### src/design/pmts_pkg.sv
package pmts_pkg;

	localparam int unsigned EntryW = 64;
	localparam int unsigned PatW = 64;
	localparam int unsigned SlotW = 8;
	localparam int unsigned NumSlots = 8;
	localparam int unsigned TypeW = 3;
	localparam int unsigned IdxW = 3;

	localparam logic [PatW-1:0] PAT_RESET = 64'h0007_0406_0007_0406;

	localparam int unsigned BIT_PWT = 3;
	localparam int unsigned BIT_PCD = 4;
	localparam int unsigned BIT_PAT_LARGE = 12;
	localparam int unsigned BIT_PAT_SMALL = 7;

	typedef enum logic {
		OP_SET = 1'b0,
		OP_GET = 1'b1
	} op_t;

	typedef enum logic [1:0] {
		LVL_1G  = 2'd0,
		LVL_2M  = 2'd1,
		LVL_4K  = 2'd2,
		LVL_BAD = 2'd3
	} level_t;

	typedef enum logic [1:0] {
		ST_OK      = 2'd0,
		ST_NO_COMB = 2'd1,
		ST_NO_SLOT = 2'd2,
		ST_BAD_LVL = 2'd3
	} status_t;

	typedef struct packed {
		logic             op;
		logic [1:0]       level;
		logic [EntryW-1:0] entry_in;
		logic [TypeW-1:0] range_type;
		logic [TypeW-1:0] wanted_type;
	} item_t;

	typedef struct packed {
		logic [EntryW-1:0] entry_out;
		logic [SlotW-1:0]  slot_byte;
		logic [1:0]        status;
	} result_t;

	// effective type of a range type and an attribute type; bit 3 set means none
	function automatic logic [TypeW:0] combine(input logic [TypeW-1:0] rng,
			input logic [TypeW-1:0] at);
		logic [TypeW:0] r;
		r = 4'h8;
		case (rng)
			3'd0: begin
				case (at)
					3'd0: r = 4'd0;
					3'd1: r = 4'd1;
					3'd4, 3'd5, 3'd6, 3'd7: r = 4'd0;
					default: r = 4'h8;
				endcase
			end
			3'd1: begin
				case (at)
					3'd0: r = 4'd0;
					3'd1: r = 4'd1;
					3'd4, 3'd5: r = 4'd0;
					3'd6, 3'd7: r = 4'd1;
					default: r = 4'h8;
				endcase
			end
			3'd4: begin
				case (at)
					3'd0: r = 4'd0;
					3'd1: r = 4'd1;
					3'd4: r = 4'd4;
					3'd5: r = 4'd5;
					3'd6: r = 4'd4;
					3'd7: r = 4'd0;
					default: r = 4'h8;
				endcase
			end
			3'd5: begin
				case (at)
					3'd0: r = 4'd0;
					3'd1: r = 4'd1;
					3'd4: r = 4'd4;
					3'd5: r = 4'd5;
					3'd6: r = 4'd5;
					3'd7: r = 4'd1;
					default: r = 4'h8;
				endcase
			end
			3'd6: begin
				case (at)
					3'd0: r = 4'd0;
					3'd1: r = 4'd1;
					3'd4: r = 4'd4;
					3'd5: r = 4'd5;
					3'd6: r = 4'd6;
					3'd7: r = 4'd0;
					default: r = 4'h8;
				endcase
			end
			default: r = 4'h8;
		endcase
		return r;
	endfunction

endpackage

### src/design/page_memory_type_selector_unit.sv
// Page memory type selector.
// Item channel (item_valid / item_stall / item): one page table entry with its
// level, range type, requested type and mode (set or get) per transfer.
// Result channel (result_valid / result_stall / result): the rewritten or
// unchanged entry, the selected slot byte in get mode and a status code.
// Config channel (cfg_valid / cfg_ready / cfg_data): the 64-bit attribute slot
// table; cfg_ready is always high, write only while the block is idle.
// An accepted item is captured in the input register, passes one pass of table
// lookup and two eight-way priority matches, and is then loaded into the result
// register, from which it is transferred. Throughput is one item per cycle
// while result_stall is low.
// While result_stall is held the result stays put; the input register still
// takes one more item, after which item_stall rises until the result moves.
// Reset empties both registers and loads the slot table with its default
// value; no clearing pass is needed.
module page_memory_type_selector_unit (
	input  logic              clk,
	input  logic              arst_n,
	input  logic              item_valid,
	output logic              item_stall,
	input  pmts_pkg::item_t   item,
	output logic              result_valid,
	input  logic              result_stall,
	output pmts_pkg::result_t result,
	input  logic              cfg_valid,
	output logic              cfg_ready,
	input  logic [63:0]       cfg_data
);
	import pmts_pkg::*;

	logic [PatW-1:0] pat_q;
	logic            valid_s1;
	item_t           item_s1;
	logic            valid_s2;
	result_t         result_s2;
	logic            s2_free;
	logic            s1_free;
	result_t         res_c;

	logic [NumSlots-1:0] at_hit;
	logic [NumSlots-1:0] slot_hit;
	logic [IdxW-1:0]     at_sel;
	logic [IdxW-1:0]     slot_sel;
	logic                at_found;
	logic                slot_found;
	logic [IdxW-1:0]     get_idx;
	logic [EntryW-1:0]   clr_mask;
	logic [EntryW-1:0]   set_bits;
	logic                small_page;

	assign cfg_ready = 1'b1;
	assign s2_free = !valid_s2 || !result_stall;
	assign s1_free = !valid_s1 || s2_free;
	assign item_stall = !s1_free;
	assign result_valid = valid_s2;
	assign result = result_s2;

	always_ff @(posedge clk or negedge arst_n) begin
		if (!arst_n) begin
			pat_q <= PAT_RESET;
		end else if (cfg_valid && cfg_ready) begin
			pat_q <= cfg_data;
		end
	end

	always_ff @(posedge clk or negedge arst_n) begin
		if (!arst_n) begin
			valid_s1 <= 1'b0;
			valid_s2 <= 1'b0;
		end else begin
			if (s1_free)
				valid_s1 <= item_valid;
			if (s2_free)
				valid_s2 <= valid_s1;
		end
	end

	always_ff @(posedge clk) begin
		if (s1_free && item_valid)
			item_s1 <= item;
		if (s2_free && valid_s1)
			result_s2 <= res_c;
	end

	// first attribute type giving the wanted type, first slot holding it
	always_comb begin
		for (int i = 0; i < NumSlots; i++) begin
			at_hit[i] = (combine(item_s1.range_type, IdxW'(i)) == {1'b0, item_s1.wanted_type});
		end
	end

	always_comb begin
		for (int i = 0; i < NumSlots; i++) begin
			slot_hit[i] = (pat_q[i*SlotW +: TypeW] == at_sel);
		end
	end

	always_comb begin
		at_sel = '0;
		at_found = 1'b0;
		for (int i = NumSlots - 1; i >= 0; i--) begin
			if (at_hit[i]) begin
				at_sel = IdxW'(i);
				at_found = 1'b1;
			end
		end
	end

	always_comb begin
		slot_sel = '0;
		slot_found = 1'b0;
		for (int i = NumSlots - 1; i >= 0; i--) begin
			if (slot_hit[i]) begin
				slot_sel = IdxW'(i);
				slot_found = 1'b1;
			end
		end
	end

	always_comb begin
		small_page = (item_s1.level == LVL_4K);
		get_idx = {small_page ? item_s1.entry_in[BIT_PAT_SMALL] : item_s1.entry_in[BIT_PAT_LARGE],
			item_s1.entry_in[BIT_PCD], item_s1.entry_in[BIT_PWT]};
		clr_mask = '0;
		clr_mask[BIT_PWT] = 1'b1;
		clr_mask[BIT_PCD] = 1'b1;
		if (small_page)
			clr_mask[BIT_PAT_SMALL] = 1'b1;
		else
			clr_mask[BIT_PAT_LARGE] = 1'b1;
		set_bits = '0;
		set_bits[BIT_PWT] = slot_sel[0];
		set_bits[BIT_PCD] = slot_sel[1];
		if (small_page)
			set_bits[BIT_PAT_SMALL] = slot_sel[2];
		else
			set_bits[BIT_PAT_LARGE] = slot_sel[2];

		res_c.entry_out = item_s1.entry_in;
		res_c.slot_byte = '0;
		res_c.status = ST_OK;
		if (item_s1.level == LVL_BAD) begin
			res_c.status = ST_BAD_LVL;
		end else if (item_s1.op == OP_GET) begin
			res_c.slot_byte = pat_q[get_idx*SlotW +: SlotW];
		end else if (!at_found) begin
			res_c.status = ST_NO_COMB;
		end else if (!slot_found) begin
			res_c.status = ST_NO_SLOT;
		end else begin
			res_c.entry_out = (item_s1.entry_in & ~clr_mask) | set_bits;
		end
	end

endmodule

### config.mk
export PLATFORM = sky130hd
export DESIGN_NAME = page_memory_type_selector_unit
export DESIGN_NICKNAME = d
export VERILOG_FILES = /design/src/design/pmts_pkg.sv /design/src/design/page_memory_type_selector_unit.sv
export SDC_FILE = /design/constraint.sdc
export NUM_CORES = 1
export LEC_CHECK = 0
export BUFFER_PORTS_ARGS = -buffer_cell sky130_fd_sc_hd__buf_2
export CAP_MARGIN = 30
export CORE_UTILIZATION = 50
export CTS_CLUSTER_DIAMETER = 50
export DETAILED_ROUTE_END_ITERATION = 6
export GPL_TIMING_DRIVEN = 0
export PLACE_DENSITY = 0.77
export SLEW_MARGIN = 20
export SYNTH_ARGS = -nofsm -noshare
export SYNTH_HDL_FRONTEND = slang
export SYNTH_SLANG_ARGS = --single-unit
export TNS_END_PERCENT = 10
### constraint.sdc
create_clock -name clk -period 12.7 [get_ports clk]
set_input_delay 1.905 -clock clk [delete_from_list [all_inputs] [get_ports clk]]
set_output_delay 1.905 -clock clk [all_outputs]
set_load 0.005 [all_outputs]
==> results.yml, run 1 <==
detailed_routing:
  drc_errors: 0
  avgRoutedWirePerCell_um: 18.6
  viasPerCell: 5.17
  drt_iter0_drc: 202
  drtPass1Iterations: 4
  route.antenna.remaining_nets: 0
  wl_um: 16800
  vias: 4653
timing:
  tightest_slew_ns: 0.881
  slew-limit-headroom_pct: 40.1
  period_share_pct: 33.3
  finalMaxSlewViolations: 0
  finalHoldViolCount: 0
  finalClockSkew_ns: 0.0139
  setup_viol: 0
  fin_setup_tns_ns: 0
  setup_slack_ns: 8.47
  rsz0062_at_grt: "no"
  max_freq_mhz: 236
  period_minus_slack_ns: 4.23
worst_setup_path:
  r2r_end: "result[14]"
  slowest_delay_ns: 0.13
  startpoint: "result_stall"
  start_kind: "input pin"
  crit_cells: 4
  cp_data_arrival_time_ns: 2.33
  reg2reg_slack_ns: 9.93
  end_kind: "output port"
  cp_common_cell: "buf_2"
  crit_buf_inv: 3
  cp.required_ns: 10.80
  critPathSlowestCell: "buf_2"
  rr_worst_depth: 7
  r2r-start: "item_s1[0]"
  path_class: "in -> out"
  cp_cell_sequence: "buf_2 > nand3_1 > inv_1 > buf_2"
  worstPathMaxFanout: 3
  cp_top_family: "buffers and inverters"
synth:
  yosys-top-cells-area: "edfxtp_1 55%, dfrtp_1 17%, mux2_2 9.2%"
  ys.flop_type: "edfxtp_1"
  yosysWarnings: 0
  netlist_area_um2: 8080
  async_flop_share_pct: 31.0
  ys_seq_elements: 213
  syn_inst: 415
  synthesis.nets: 557
  syn_area_per_cell_um2: 19.5
  yosysMostFrequentCell: "edfxtp_1"
  synth-edff-count: 147
  netlist_top_cells_count: "147 x edfxtp_1, 66 x mux2_2, 54 x dfrtp_1"
  seq_area_frac_synth_pct: 75.3
  ys_types: 51
  synth_top_area_share_pct: 54.7
  yosysTopAreaCell: "edfxtp_1"
final_layout:
  nets: 806
  n_fill_cell: 1074
  seq_area_um2: 6080
  layout-drive-gt1-share_pct: 56.1
  synthToLayoutAreaGrowth_pct: 30.0
  diodes: 0
  final_util_pct: 66.3
  multi_input_area_um2: 1920
  finalNonFillerCells: 900
die:
  die_h_um: 129
  ios: 219
  start_util_pct: 51.0
  rows: 46
  dieWidth_um: 129
  die_area_um2: 16700
  placeableCoreArea_um2: 15800
global_routing:
  overflow: 0
  use_met3_pct: 6.11
  grt_busiest_layer: "met2"
  antenna_found_initial: 0
  grt_pass1_vias: 4789
  grt_util_met1_pct: 25.4
  grt_first_pass_wirelength_um: 25800
  grt_start_max_net_pins: 60
  met2_usage_pct: 35.0
  track_usage_pct: 20.5
clocking:
  path_clk_slew_ns: 0.06
  cts_tree: "done"
  ctsHoldBuffers: 0
  cts_made_buffers: 26
  cts_sinks: 213
  clk_latency_ns: 0.51
  cts_resized: 0
  post_cts_buffers: 0
  clock_path_buffers: 3
  ctsHtreeMaxLevel: 1
  root_buffer: "clkbuf_16"
placed_design:
  place_congestion: 0.845
  hpwl_um: 12300
  dp_slack_ns: 8.47
  portBuffers: 216
  place_inst: 852
power:
  vdd_ir_drop_max_v: 0.000104
  swShare_pct: 22.1
  pwr-share-clk_pct: 43.1
  pwr-share-seq_pct: 47.5
  p_comb_share_pct: 9.4
  powerDensity_nw_per_um2: 168
  p_int_w: 0.00137
  power.leakage_nw: 4.27
  p_switching_w: 0.000390
  total_power_w: 0.00176
job:
  cap_viol_max_count: 0
min_path:
  worstHoldStart: "item_s1[48]"
  holdPathEnd: "result[52]"
  min_path_type: "reg -> reg"
  worstHoldPathCells: 0
status:
  status: "finished clean"
==> worst register-to-register path, cell delays in order (launching register included) <==
cell and delay [ns]:
edfxtp_1 0.41, nand2b_2 0.23, a221oi_4 0.55, xor2_1 0.13, nor4_1 0.50, nand4b_2 0.32, o21ai_2 0.09, mux2_4 0.30
==> placed cells by master (no fill, tap or decap), types with 3 or more instances in the layout <==
master       n
a21oi_1      5
buf_16       4
buf_2      215
buf_4        3
bufinv_16    3
clkbuf_1    13
clkbuf_16   28
clkinv_2     5
dfrtp_1     54
dfstp_2     12
edfxtp_1   147
inv_6        3
mux2_2      66
mux2i_1      8
mux4_2      16
nand2_1      5
nor2_1      12
nor2b_1      4
nor3_1       4
nor4_1       3
o211ai_2     3
xnor2_1     13
xor2_1       3
==> metal layers <==
| layer | wire length (um) | share of wire [%] |
|---|---|---|
| met1 | 6800 | 41 |
| met2 | 8230 | 49 |
| met3 | 1400 | 8.3 |
| met4 | 345 | 2.1 |
| met5 | 0 | 0 |
==> power by group through the flow <==
stage | registers, W | logic [W] | clock network [W]
floorplan | 0.000851 | 0.0000889 | 0
global placement | 0.000855 | 0.000152 | 0
detailed placement | 0.000851 | 0.000167 | 0
CTS | 0.000838 | 0.000167 | 0.000777
global route | 0.000843 | 0.000181 | 0.000803
finish | 0.000837 | 0.000165 | 0.000760
==> area by class of cell <==
type,instances,share of cell area (%)
plain buffers,15,0.846
clock buffers,32,6.91
repair buffers,221,11.6
well taps,216,2.58
multi-input cells,185,18.3
inverters,2,0.0715
clock inverters,16,1.84
flip-flops and latches,213,57.9
==> worst max path at each step <==
stage                       endpoint  slack, ns
after floorplan            result[0]       4.79
after global placement    result[73]       2.54
after detailed placement  item_stall       8.47
after CTS                 item_stall       8.47
after global routing      item_stall       8.42
final                     item_stall       8.47
==> registers in the layout, summed over array words and instances, names as in the netlist <==
register / flops
item_s1: 71
get_idx: 2
pat_q: 64
result: 74
result_valid: 1
valid_s1: 1
==> cells by family after synthesis <==
| kind of cell | after synthesis | synth area share, % |
|---|---|---|
| flops | 213 | 75.3 |
| mux | 92 | 15.0 |
| simple gates | 47 | 3.59 |
| compound gates | 29 | 3.16 |
| buf+inv | 17 | 1.19 |
| xor+xnor | 16 | 1.74 |
| other cells | 1 | 0.0464 |
==> through the flow <==
stage | hold slack [ns] | cell area [um2]
CTS | 0.416 | 10500
global route | 0.422 | 10500
floorplan | 0.400 | 8080
finish | 0.416 | 10500
detailed placement | 0.405 | 9580
global placement | 0.401 | 9430
Power figures use the tool's default switching activity.
==> run 2, diff against run 1 <==
==> constraint.sdc (replaced) <==
create_clock -name clk -period 4.2 [get_ports clk]
set_input_delay 0.63 -clock clk [delete_from_list [all_inputs] [get_ports clk]]
set_output_delay 0.63 -clock clk [all_outputs]
set_load 0.005 [all_outputs]
==> results.yml, run 2 (synthesized netlist as in run 1, its figures left out) <==
global_routing:
  track_usage_pct: 20.2
  grt_start_max_net_pins: 59
  grt_first_pass_wirelength_um: 25200
  grt_pass1_vias: 4598
  overflow: 0
  antenna_found_initial: 1
clocking:
  post_cts_buffers: 0
  clock_path_buffers: 3
  path_clk_slew_ns: 0.06
  cts_resized: 0
  ctsHtreeMaxLevel: 1
  ctsHoldBuffers: 0
  cts_tree: "done"
  root_buffer: "clkbuf_16"
  clk_latency_ns: 0.50
  cts_sinks: 213
  cts_made_buffers: 24
detailed_routing:
  vias: 4556
  drc_errors: 0
  viasPerCell: 5.09
  avgRoutedWirePerCell_um: 18.7
  wl_um: 16800
  drtPass1Iterations: 4
  route.antenna.remaining_nets: 0
  drt_iter0_drc: 249
min_path:
  min_path_type: "in -> async"
power:
  vdd_ir_drop_max_v: 0.000334
  power.leakage_nw: 4.20
  powerDensity_nw_per_um2: 494
timing:
  setup_viol: 0
  finalClockSkew_ns: 0.00883
  setup_slack_ns: 1.49
  tightest_slew_ns: 0.857
  max_freq_mhz: 369
  finalMaxSlewViolations: 0
  period_minus_slack_ns: 2.71
  period_share_pct: 64.6
  hold_ws_ns: 0.0359
  rsz0062_at_grt: "no"
  finalHoldViolCount: 0
  fin_setup_tns_ns: 0
  slew-limit-headroom_pct: 41.7
worst_setup_path:
  cp.required_ns: 4.45
  start_kind: "register"
  end_kind: "register"
  path_class: "reg -> reg"
  worstPathMaxFanout: 8
  cp_data_arrival_time_ns: 2.96
placed_design:
  dp_slack_ns: 1.47
  hpwl_um: 12400
  place_congestion: 0.840
  placed_cell_area_um2: 9580
  portBuffers: 216
final_layout:
  layout-drive-gt1-share_pct: 55.5
  diodes: 0
  final_util_pct: 65.6
  finish.instance_area_um2: 10400
  final_cell_mix: "215 x buf_2, 147 x edfxtp_1, 66 x mux2_2"
  synthToLayoutAreaGrowth_pct: 28.6
  largest_reg_flops: 74
  nets: 804
  final_common_cell: "buf_2"
status:
  status: "finished clean"
die:
  die_h_um: 129
  placeableCoreArea_um2: 15800
  rows: 46
  dieWidth_um: 129
  start_util_pct: 51.0
  ios: 219
  die_area_um2: 16700
job:
  cap_viol_max_count: 0
[run 2: worst max-delay path: stages, from the launching register on]
cell	delay, ns
edfxtp_1	0.41
nand2b_2	0.23
a221oi_4	0.54
xor2_1	0.15
nor4_1	0.45
nand4b_2	0.30
o21ai_2	0.09
mux2_4	0.30
[run 2: final timing paths]
path | startpoint | to | slack (ns) | depth (start not counted)
min in group clk | item[9] | get_idx[0] | 0.31 | 1
worst min-delay path | arst_n | pat_q[60] | 0.04 | 1
worst max-delay path | item_s1[0] | result[14] | 1.49 | 7
worst max register to register | item_s1[0] | result[14] | 1.49 | 7
max in group asynchronous | arst_n | pat_q[17] | 3.57 | 2
worst min register to register | item_s1[34] | result[38] | 0.41 | 0
[run 2: power by group]
group / internal (W) / switching, W / total, W
sequential: 0.00246 / 0.0000772 / 0.00253
combinational: 0.000262 / 0.000237 / 0.000498
clock: 0.00129 / 0.000810 / 0.00210
total: 0.00400 / 0.00112 / 0.00513
[run 2: layout make-up]
cell class,count,area (um2)
Sequential cell,213,6080
Fill cell,1092,5440
Multi-Input combinational cell,185,1920
Timing Repair Buffer,221,1210
Clock buffer,30,644
Tap cell,216,270
Clock inverter,13,163
Buffer,15,88.8
Inverter,2,7.51
[run 2: layer usage]
metal,vias to the layer above,global-route usage (%),part of all wire [%]
li1,2103,-,-
met2,195,34.6,49
met3,31,4.71,7.4
met5,-,0,0.078
met4,2,6.02,1.9
met1,2225,25.7,41
[run 2: through the flow]
step / power [W] / instances
global route: 0.00532 / 895
detailed placement: 0.00308 / 852
finish: 0.00513 / 895
global placement: 0.00303 / 847
floorplan: 0.00283 / 415
CTS: 0.00517 / 895
